--- config.mk ---
export PLATFORM = sky130hd
export DESIGN_NAME = polygon_perimeter
export DESIGN_NICKNAME = d
export VERILOG_FILES = /design/src/design/pp_pkg.sv /design/src/design/pp_ctrl.sv /design/src/design/pp_datapath.sv /design/src/design/polygon_perimeter.sv
export SDC_FILE = /design/constraint.sdc
export NUM_CORES = 1
export LEC_CHECK = 0
export BUFFER_PORTS_ARGS = -buffer_cell sky130_fd_sc_hd__buf_4
export CORE_MARGIN = 3
export CORE_UTILIZATION = 25
export DETAILED_ROUTE_END_ITERATION = 7
export SLEW_MARGIN = 10
export SYNTH_ARGS = -nofsm -noshare
export SYNTH_HDL_FRONTEND = slang
export SYNTH_SLANG_ARGS = --single-unit
--- constraint.sdc ---
create_clock -name clk -period 13 [get_ports clk]
set_input_delay 3.9 -clock clk [delete_from_list [all_inputs] [get_ports clk]]
set_output_delay 3.9 -clock clk [all_outputs]
set_load 0.01 [all_outputs]
--- src/design/pp_pkg.sv ---
// ----------------------------------------------------------------------------
// pp_pkg
// Shared types for the polygon perimeter block: controller states and the
// command and status groups between controller and datapath.
// ----------------------------------------------------------------------------
package pp_pkg;

    // extra radicand shift, gives 8 more fraction bits on each root
    localparam int unsigned RAD_SHIFT = 16;

    typedef enum logic [7:0] {
        ST_IDLE  = 8'b0000_0001,
        ST_DIFF  = 8'b0000_0010,
        ST_MULX  = 8'b0000_0100,
        ST_MULY  = 8'b0000_1000,
        ST_START = 8'b0001_0000,
        ST_ROOT  = 8'b0010_0000,
        ST_ACC   = 8'b0100_0000,
        ST_EMIT  = 8'b1000_0000
    } pp_state_t;

    typedef struct packed {
        logic accept;      // input request taken this cycle
        logic seg_close;   // segment runs from current node back to first node
        logic diff_load;   // register coordinate magnitudes
        logic mul_x;       // square of dx
        logic mul_y;       // add square of dy
        logic root_start;  // load radicand into the root unit
        logic root_step;   // one root bit
        logic acc;         // add root into running sum
        logic emit;        // load result register and end the polygon
    } pp_cmd_t;

    typedef struct packed {
        logic have_first;
        logic last;
        logic root_last;   // root unit is on its final bit
    } pp_status_t;

endpackage

--- src/design/pp_ctrl.sv ---
// ----------------------------------------------------------------------------
// pp_ctrl
// Sequencer for the polygon perimeter block: walks each segment through
// difference, squaring, square root and accumulate, and owns the handshakes.
// ----------------------------------------------------------------------------
module pp_ctrl
(
    input  logic               clk,
    input  logic               rst_n,
    input  logic               in_valid,
    input  logic               last_node,
    input  logic               out_ready,
    input  pp_pkg::pp_status_t status,
    output pp_pkg::pp_cmd_t    cmd,
    output logic               in_ready,
    output logic               out_valid
);

    pp_pkg::pp_state_t state_reg;
    pp_pkg::pp_state_t state_next;
    logic              close_reg;
    logic              close_next;
    logic              out_valid_reg;
    logic              out_valid_next;
    logic              slot_free;

    assign slot_free = !out_valid_reg || out_ready;
    assign in_ready  = (state_reg == pp_pkg::ST_IDLE);
    assign out_valid = out_valid_reg;

    always_comb
    begin
        state_next     = state_reg;
        close_next     = close_reg;
        out_valid_next = out_valid_reg && !out_ready;
        cmd            = '0;
        cmd.seg_close  = close_reg;
        case (state_reg)
            pp_pkg::ST_IDLE:
            begin
                if (in_valid)
                begin
                    cmd.accept = 1'b1;
                    if (status.have_first)
                    begin
                        close_next = 1'b0;
                        state_next = pp_pkg::ST_DIFF;
                    end
                    else if (last_node)
                    begin
                        // lone node: closing segment has zero length
                        close_next = 1'b1;
                        state_next = pp_pkg::ST_DIFF;
                    end
                end
            end
            pp_pkg::ST_DIFF:
            begin
                cmd.diff_load = 1'b1;
                state_next    = pp_pkg::ST_MULX;
            end
            pp_pkg::ST_MULX:
            begin
                cmd.mul_x  = 1'b1;
                state_next = pp_pkg::ST_MULY;
            end
            pp_pkg::ST_MULY:
            begin
                cmd.mul_y  = 1'b1;
                state_next = pp_pkg::ST_START;
            end
            pp_pkg::ST_START:
            begin
                cmd.root_start = 1'b1;
                state_next     = pp_pkg::ST_ROOT;
            end
            pp_pkg::ST_ROOT:
            begin
                cmd.root_step = 1'b1;
                if (status.root_last)
                begin
                    state_next = pp_pkg::ST_ACC;
                end
            end
            pp_pkg::ST_ACC:
            begin
                cmd.acc = 1'b1;
                if (close_reg)
                begin
                    state_next = pp_pkg::ST_EMIT;
                end
                else if (status.last)
                begin
                    close_next = 1'b1;
                    state_next = pp_pkg::ST_DIFF;
                end
                else
                begin
                    state_next = pp_pkg::ST_IDLE;
                end
            end
            pp_pkg::ST_EMIT:
            begin
                if (slot_free)
                begin
                    cmd.emit       = 1'b1;
                    out_valid_next = 1'b1;
                    close_next     = 1'b0;
                    state_next     = pp_pkg::ST_IDLE;
                end
            end
            default:
            begin
                state_next = pp_pkg::ST_IDLE;
            end
        endcase
    end

    always_ff @(posedge clk or negedge rst_n)
    begin
        if (!rst_n)
        begin
            state_reg     <= pp_pkg::ST_IDLE;
            close_reg     <= 1'b0;
            out_valid_reg <= 1'b0;
        end
        else
        begin
            state_reg     <= state_next;
            close_reg     <= close_next;
            out_valid_reg <= out_valid_next;
        end
    end

    // a finished perimeter never overwrites one still waiting
    a_emit_slot_free: assert property (@(posedge clk) disable iff (!rst_n)
        cmd.emit |-> (!out_valid_reg || out_ready))
        else $error("result loaded over a pending result");

    // new requests only taken between segments of work
    a_no_accept_busy: assert property (@(posedge clk) disable iff (!rst_n)
        cmd.accept |=> (state_reg == pp_pkg::ST_IDLE || state_reg == pp_pkg::ST_DIFF))
        else $error("accept left controller in an unexpected state");

endmodule

--- src/design/pp_datapath.sv ---
// ----------------------------------------------------------------------------
// pp_datapath
// Node registers, shared squaring multiplier, bit-serial square root and the
// saturating perimeter accumulator.
// ----------------------------------------------------------------------------
module pp_datapath #(
    parameter int unsigned COORD_BITS = 16,
    parameter int unsigned SUM_BITS   = 40
)
(
    input  logic                         clk,
    input  logic                         rst_n,
    input  pp_pkg::pp_cmd_t              cmd,
    input  logic signed [COORD_BITS-1:0] node_x,
    input  logic signed [COORD_BITS-1:0] node_y,
    input  logic                         last_node,
    output pp_pkg::pp_status_t           status,
    output logic        [SUM_BITS-1:0]   perimeter,
    output logic                         saturated
);

    localparam int unsigned SQ_W    = 2 * COORD_BITS + 1;
    localparam int unsigned ROOT_W  = COORD_BITS + 9;
    localparam int unsigned RAD_W   = 2 * ROOT_W;
    localparam int unsigned REM_W   = ROOT_W + 2;
    localparam int unsigned CNT_W   = $clog2(ROOT_W + 1);
    localparam int unsigned ACC_W   = ((SUM_BITS > ROOT_W) ? SUM_BITS : ROOT_W) + 1;

    logic signed [COORD_BITS-1:0] cur_x_reg, cur_y_reg;
    logic signed [COORD_BITS-1:0] first_x_reg, first_y_reg;
    logic signed [COORD_BITS-1:0] prev_x_reg, prev_y_reg;
    logic                         last_reg;
    logic                         have_first_reg;
    logic        [COORD_BITS-1:0] mx_reg, my_reg;
    logic        [SQ_W-1:0]       sq_reg;
    logic        [RAD_W-1:0]      rad_reg;
    logic        [REM_W-1:0]      rem_reg;
    logic        [ROOT_W-1:0]     root_reg;
    logic        [CNT_W-1:0]      cnt_reg;
    logic        [SUM_BITS-1:0]   sum_reg;
    logic                         ovf_reg;
    logic        [SUM_BITS-1:0]   perimeter_reg;
    logic                         saturated_reg;

    logic signed [COORD_BITS-1:0] a_x, a_y, b_x, b_y;
    logic signed [COORD_BITS:0]   dx, dy;
    logic        [COORD_BITS:0]   dx_mag, dy_mag;
    logic        [COORD_BITS-1:0] mul_op;
    logic        [2*COORD_BITS-1:0] prod;
    logic        [REM_W-1:0]      rem_shift, trial, rem_next;
    logic                         fits;
    logic        [ACC_W-1:0]      acc_sum;
    logic                         acc_over;

    // segment endpoints
    assign a_x = cmd.seg_close ? cur_x_reg   : prev_x_reg;
    assign a_y = cmd.seg_close ? cur_y_reg   : prev_y_reg;
    assign b_x = cmd.seg_close ? first_x_reg : cur_x_reg;
    assign b_y = cmd.seg_close ? first_y_reg : cur_y_reg;

    assign dx     = (COORD_BITS+1)'(a_x) - (COORD_BITS+1)'(b_x);
    assign dy     = (COORD_BITS+1)'(a_y) - (COORD_BITS+1)'(b_y);
    assign dx_mag = dx[COORD_BITS] ? (COORD_BITS+1)'(-dx) : dx;
    assign dy_mag = dy[COORD_BITS] ? (COORD_BITS+1)'(-dy) : dy;

    // one multiplier, used for dx then dy
    assign mul_op = cmd.mul_x ? mx_reg : my_reg;
    assign prod   = mul_op * mul_op;

    // restoring square root, one bit per cycle
    assign rem_shift = {rem_reg[REM_W-3:0], rad_reg[RAD_W-1 -: 2]};
    assign trial     = {root_reg, 2'b01};
    assign fits      = (rem_shift >= trial);
    assign rem_next  = fits ? (rem_shift - trial) : rem_shift;

    assign acc_sum  = ACC_W'(sum_reg) + ACC_W'(root_reg);
    assign acc_over = (acc_sum[ACC_W-1:SUM_BITS] != '0);

    always_ff @(posedge clk or negedge rst_n)
    begin
        if (!rst_n)
        begin
            have_first_reg <= 1'b0;
            cnt_reg        <= '0;
            sum_reg        <= '0;
            ovf_reg        <= 1'b0;
        end
        else
        begin
            if (cmd.accept && !have_first_reg)
            begin
                have_first_reg <= 1'b1;
                sum_reg        <= '0;
                ovf_reg        <= 1'b0;
            end
            if (cmd.root_start)
            begin
                cnt_reg <= CNT_W'(ROOT_W);
            end
            else if (cmd.root_step)
            begin
                cnt_reg <= cnt_reg - CNT_W'(1);
            end
            if (cmd.acc)
            begin
                if (acc_over)
                begin
                    sum_reg <= '1;
                    ovf_reg <= 1'b1;
                end
                else
                begin
                    sum_reg <= acc_sum[SUM_BITS-1:0];
                end
            end
            if (cmd.emit)
            begin
                have_first_reg <= 1'b0;
            end
        end
    end

    always_ff @(posedge clk)
    begin
        if (cmd.accept)
        begin
            cur_x_reg <= node_x;
            cur_y_reg <= node_y;
            last_reg  <= last_node;
            if (!have_first_reg)
            begin
                first_x_reg <= node_x;
                first_y_reg <= node_y;
                prev_x_reg  <= node_x;
                prev_y_reg  <= node_y;
            end
        end
        if (cmd.acc && !cmd.seg_close)
        begin
            prev_x_reg <= cur_x_reg;
            prev_y_reg <= cur_y_reg;
        end
        if (cmd.diff_load)
        begin
            mx_reg <= dx_mag[COORD_BITS-1:0];
            my_reg <= dy_mag[COORD_BITS-1:0];
        end
        if (cmd.mul_x)
        begin
            sq_reg <= SQ_W'(prod);
        end
        else if (cmd.mul_y)
        begin
            sq_reg <= sq_reg + SQ_W'(prod);
        end
        if (cmd.root_start)
        begin
            rad_reg  <= RAD_W'({sq_reg, {pp_pkg::RAD_SHIFT{1'b0}}});
            rem_reg  <= '0;
            root_reg <= '0;
        end
        else if (cmd.root_step)
        begin
            rad_reg  <= {rad_reg[RAD_W-3:0], 2'b00};
            rem_reg  <= rem_next;
            root_reg <= {root_reg[ROOT_W-2:0], fits};
        end
        if (cmd.emit)
        begin
            perimeter_reg <= sum_reg;
            saturated_reg <= ovf_reg;
        end
    end

    assign status.have_first = have_first_reg;
    assign status.last       = last_reg;
    assign status.root_last  = (cnt_reg == CNT_W'(1));

    assign perimeter = perimeter_reg;
    assign saturated = saturated_reg;

    // sticky overflow always comes with a pinned sum
    a_ovf_pinned: assert property (@(posedge clk) disable iff (!rst_n)
        ovf_reg |-> (sum_reg == {SUM_BITS{1'b1}}))
        else $error("overflow flag set with sum below full scale");

    // root unit never stepped past its last bit
    a_step_count: assert property (@(posedge clk) disable iff (!rst_n)
        cmd.root_step |-> (cnt_reg != '0))
        else $error("root step with exhausted bit count");

    // an accepted node always leaves a polygon open
    a_first_seen: assert property (@(posedge clk) disable iff (!rst_n)
        cmd.accept |=> have_first_reg)
        else $error("first node not recorded");

endmodule

--- src/design/polygon_perimeter.sv ---
// ----------------------------------------------------------------------------
// polygon_perimeter
// Closed polygon perimeter: sums floor(sqrt((dx^2+dy^2)*2^16)) over the
// segments between successive nodes and the closing segment, with saturation.
// ----------------------------------------------------------------------------
//  channel  signals                              direction
//  node     in_valid in_ready node_x node_y      in
//           last_node
//  result   out_valid out_ready perimeter        out
//           saturated
//
//  a segment runs difference, both squares, root start, the one-bit-per-cycle
//  root and accumulate; after a node that is not last, ready returns when its
//  segment is summed; a last node adds the closing segment, then emits
//  reset clears the open polygon and any pending result
//  a result waiting on out_ready holds back only the next polygon's closing
// ----------------------------------------------------------------------------
module polygon_perimeter #(
    parameter int unsigned COORD_BITS = 16,
    parameter int unsigned SUM_BITS   = 40
)
(
    input  logic                         clk,
    input  logic                         rst_n,
    input  logic                         in_valid,
    output logic                         in_ready,
    input  logic signed [COORD_BITS-1:0] node_x,
    input  logic signed [COORD_BITS-1:0] node_y,
    input  logic                         last_node,
    output logic                         out_valid,
    input  logic                         out_ready,
    output logic        [SUM_BITS-1:0]   perimeter,
    output logic                         saturated
);

    pp_pkg::pp_cmd_t    cmd;
    pp_pkg::pp_status_t status;

    pp_ctrl u_ctrl
    (
        .clk       (clk),
        .rst_n     (rst_n),
        .in_valid  (in_valid),
        .last_node (last_node),
        .out_ready (out_ready),
        .status    (status),
        .cmd       (cmd),
        .in_ready  (in_ready),
        .out_valid (out_valid)
    );

    pp_datapath #(
        .COORD_BITS (COORD_BITS),
        .SUM_BITS   (SUM_BITS)
    ) u_datapath
    (
        .clk       (clk),
        .rst_n     (rst_n),
        .cmd       (cmd),
        .node_x    (node_x),
        .node_y    (node_y),
        .last_node (last_node),
        .status    (status),
        .perimeter (perimeter),
        .saturated (saturated)
    );

endmodule
Word-level counts from Yosys, hierarchy flattened
Cells that the tools add are included.

storage, ports and cells
  input port bits = 37
  register bits = 344

operators by class
  bitwise gates (word level) = 1
  add/sub/neg operators = 8
  reductions and logical operators = 18
  equality and inequality tests = 14
  multipliers = 1
  multiplexer cells = 55
  order comparisons = 1

operators by type and width
  kind                number
  $mux 16             13
  $mux 40             3
  $mux 49             2
  $mux 32             2
  $pmux 8 s8          1
  $mux 8              6
  $add 40x25->41      1
  $sub 16x16->17      2
  $add 33x32->33      1
  $mul 16x16->32      1
  $neg 16->16         2
  $ge 27x27->1        1
  $mux 25             1
  $sub 25x25->25      1
  $mux 1              23
  $mux 5              2
  $reduce_bool 2->1   5
  $eq 8x1->1 const B  1
  $eq 8x2->1 const B  1
  $eq 8x3->1 const B  1
  $eq 8x4->1 const B  1
  $eq 8x5->1 const B  1
  $eq 8x6->1 const B  1
  $eq 8x7->1 const B  1
  other kinds (15)    24

Logic depth before layout (Yosys ltp)
  depth in word-level cells = 7
  depth in mapped cells = 42
  mapped depth without buffers = 40

Modules after synthesis
From an unflattened synthesis, not the netlist that was laid out.

second synthesis, totals
  cells, all modules = 2726
  area total of the unflattened synthesis = 27735.4 um^2

by module, submodules not included
  module       sequential area each (um^2)  cells each  area an instance (um^2)  times used
  pp_datapath  9273.9                       2659        27022.2                  1
  pp_ctrl      251.5                        67          713.2                    1

Worst setup path after synthesis
Ideal clock, no wire load.

  path type = reg-to-reg
  start point = reg u_ctrl.state_reg[5]
  end point = reg u_datapath.sq_reg[30], data pin
  slack = 3.519 ns
  cell stages (with the launch flop) = 36
  arrival = 9.221 ns
  setup time = 0.260 ns
  cell sequence = dfrtp_1 -> nor4_1 -> and2_1 -> nand3b_1 -> inv_1 -> buf_2 -> mux2i_1 -> clkinv_1 -> nand2_1 -> fa_1 -> fa_1 -> inv_1 -> fa_1 -> fa_1 -> fa_1 -> inv_1 -> fa_1 -> inv_1 -> ha_1 -> a211oi_1 -> nand2_1 -> o22a_1 -> and4_1 -> a211o_1 -> nand2_1 -> xnor2_1 -> ha_1 -> a21o_1 -> a21o_1 -> a21o_1 -> a21o_1 -> a2111oi_0 -> nor2_1 -> a21oi_1 -> xnor2_1 -> mux2_2

on the way
  longest elaborated chain between the ends = 7

RTL lines
  element                 RTL line            text
  from (decl)             pp_ctrl.sv:19       pp_pkg::pp_state_t state_reg;
  from (signal assigned)  pp_ctrl.sv:123      state_reg <= pp_pkg::ST_IDLE;
  from (signal assigned)  pp_ctrl.sv:129      state_reg <= state_next;
  $eq 8x3->1 *            pp_ctrl.sv:38       case (state_reg)
  $mux 1 *                pp_ctrl.sv:38
  $mux 16                 pp_datapath.sv:67   assign mul_op = cmd.mul_x ? mx_reg : my_reg;
  $mul 16x16->32          pp_datapath.sv:68   assign prod = mul_op * mul_op;
  $add 33x32->33          pp_datapath.sv:154  sq_reg <= sq_reg + SQ_W'(prod);
  $mux 32                 pp_datapath.sv:152  else if (cmd.mul_y)
  $mux 32 *               pp_datapath.sv:148  if (cmd.mul_x)
  to (signal assigned)    pp_datapath.sv:150  sq_reg <= SQ_W'(prod);
  to (signal assigned)    pp_datapath.sv:154
  to (decl)               pp_datapath.sv:35   logic [SQ_W-1:0] sq_reg;

Mark *: on every way between the ends. The rest lies on a longest branch, timed or not. The select of a mux whose other input is x is not followed.
A chain may end at the register's enable or synchronous reset.

Worst setup path after layout
Same ends and word-level chain as after synthesis.

==> results.md <==
* DR pass1 iterations at 5
* Hold Buf Count CTS at 0
* Longest Clk Path Bufs at 3
* First-pass GRT wire length at just over 100000 um
* Count leader, synth: nand2_1
* CTS resizes at 0
* Top-area cell type share of the netlist area at 0.264
* Max-cap violations at 0
* Area grow syn2layout at 13.3%
* CTS tree: done
* Starting Density at 0.253
* Top cells by area, synth: edfxtp_1, fa_1, ha_1
* Layout cells sized above 1 at 0.0960
* CP peak stage delay at just under 900 ps
* Final Skew at roughly 25 ps
* Final Slew Violations at 0
* Total track usage at 0.111
* Most used cell, CP: fa_1
* Die area at 111000 um2
* Iter 0 DRT Violations at roughly 1000
* Clock Tree Root: clkbuf_16
* Seq/Total Area, Yosys at 0.357
* Filler cells at 11100
* Yosys top cell by area: edfxtp_1
* Netlist cell types at around 90
* Post-CTS setup buffer count at 0
* Routed vias at 19400
* Unrepaired setup endpoints after global routing: no
* DRC violations left at 0
* Worst min-delay path class: reg -> reg
* Number of flops mapped to enable cells by yosys at about 240
* Synth Flop Type: edfxtp_1
* CTS Buf Count at 40
* Worst skew pair latency at just under 600 ps
* Slowest stage cell on the critical path: mux2i_1
* Commonest cells in the netlist: nand2_1, inv_1, edfxtp_1, ha_1, nor2_1
* GRT overflow at 0
* Placer congestion estimate at between 0.8 and 0.9
* Minimum clock period at around 11000 ps
* CP Capture Type: flop
* Die W at approximately 330 um
* Syn avg cell area at a little under 10 um2
* Tcrit/Tclk final at 0.832
* Antenna violations before repair at 0
* Final Hold Vio Count at 0
* Top Ports at 80
* Largest net degree at the start of global routing at 59
* Startpoint Class: flop
* CTS H-tree lvls at 2
* Critical path arrival at roughly 11000 ps
* Cells after synthesis at around 2700
* Mapped Nets at between 3000 and 4000
* Fmax achieved at approximately 92 MHz
* Post-Syn Area at between 20000 and 30000 um2
* Crit path kind: reg -> reg
* Crit path max fanout at 10
* Slew HR at 0.220
* WP data required at roughly 13000 ps
* Port Buffers at 79
* Setup TNS at 0 ps
* DR WL/cell at between 10 and 15 um
* Setup violators final at 0
* Status: completed
* Core Footprint at roughly 110000 um2
* Flops & latches, synth at about 340
* Clock-pin slew on the worst setup and hold paths at around 60 ps
* Vert. Die Dim at around 330 um
* Post-DR vias/cell at about 4.6
* Detailed Place HPWL at approximately 47000 um
* Vias in the first global route at a little under 20000
* Row count at 119
* Final nets at between 3000 and 4000
* Antenna cells at 0
* Routed Antenna Nets at 0
* Post-synth ARST share at 0.166
* Transition time of the tightest slew-check pin at ~1200 ps
* CTS Sinks at around 340
* Routed WL at between 60000 and 70000 um
* Warnings from Yosys at 0
-- cells in the final DEF, fill, tap and decap left out, drive strengths merged, types with 11 or more instances in the layout --
master / n
nand2: 315
nor2b: 20
o21a: 34
nor3: 44
and3: 22
nand4: 21
fa: 164
ha: 221
o22ai: 28
a211oi: 15
buf: 103
o211ai: 36
edfxtp: 235
dfrtp: 56
clkinv: 21
and2: 14
mux2: 68
nor4: 12
a31oi: 23
a21oi: 140
o21ai: 113
a21o: 74
nand2b: 11
mux2i: 66
xor2: 59
nor2: 184
xnor2: 96
inv: 295
dfxtp: 52
nand3: 51
clkbuf: 48
-- metal layers --
layer  up-vias  track usage  wire [um]
met5         -            0          0
met4         0       0.0348       1650
met3        85       0.0162       2760
met2       366        0.191      30100
met1      9376        0.145      27800
li1       9528            -          -
-- per-stage QoR --
step                setup slack (ps)  hold WS (ps)  std cells  cell area [um2]   util
global placement                2410           432       4099            29000  0.274
detailed placement              2240           452       4099            29000  0.274
floorplan                       3520           418       2687            26700      -
finish                          2180           464       4171            30300  0.286
CTS                             2200           465       4171            30300  0.286
global route                    1490           466       4171            30300  0.286
-- worst max-delay path: cells and delay by family (launching register included) --
kind | cells | cell delay (ps)
AND/OR/NAND/NOR | 8 | 1660
XOR/XNOR | 1 | 100
buffers and inverters | 5 | 1170
multiplexers | 2 | 1130
adder cells (fa/ha/maj) | 8 | 3770
flip-flops | 1 | 430
AO/OA/AOI/OAI | 9 | 2310
-- cell families (layout without fill, tap and decap cells) --
logic type                 after synthesis  count (layout)  synth area share
AOI/OAI and AO/OA                      549             549             0.133
xor gates and xnor gates               155             155            0.0508
adders and majority gates              385             385             0.226
buffers and inverters                  381             474            0.0538
DFF                                    344             344             0.357
muxes                                  134             134            0.0534
and+or+nand+nor                        739             739             0.125
-- cell type report --
class	instances	area, um2	share of cell area
repair buffers	103	773	0.0255
flip-flops and latches	344	9530	0.315
well taps	1391	1740	0.0575
clock inverters	24	265	0.00876
clock buffers	48	1050	0.0347
multi-input cells	1962	15800	0.522
inverters	299	1120	0.0371
-- worst paths after layout --
path	start	endpoint	slack, ps	depth (start not counted)
min in group asynchronous	rst_n	u_datapath.sum_reg[30]$_DFFE_PN0P_	3400	1
max in group asynchronous	rst_n	u_ctrl.close_reg$_DFFE_PN0P_	9000	1
worst max register to register	u_ctrl.state_reg[5]$_DFFE_PN0P_	u_datapath.sq_reg[30]$_DFFE_PP_	2180	33
worst min register to register	u_datapath.ovf_reg$_DFF_PN0_	u_datapath.saturated$_DFFE_PP_	460	0
worst min-delay path	u_datapath.ovf_reg$_DFF_PN0_	u_datapath.saturated$_DFFE_PP_	460	0
worst max-delay path	u_ctrl.state_reg[5]$_DFFE_PN0P_	u_datapath.sq_reg[30]$_DFFE_PP_	2180	33
Power is left out: the tool's default activity adds up to more than one toggle a clock period on the data nets, which glitch-free logic cannot reach.
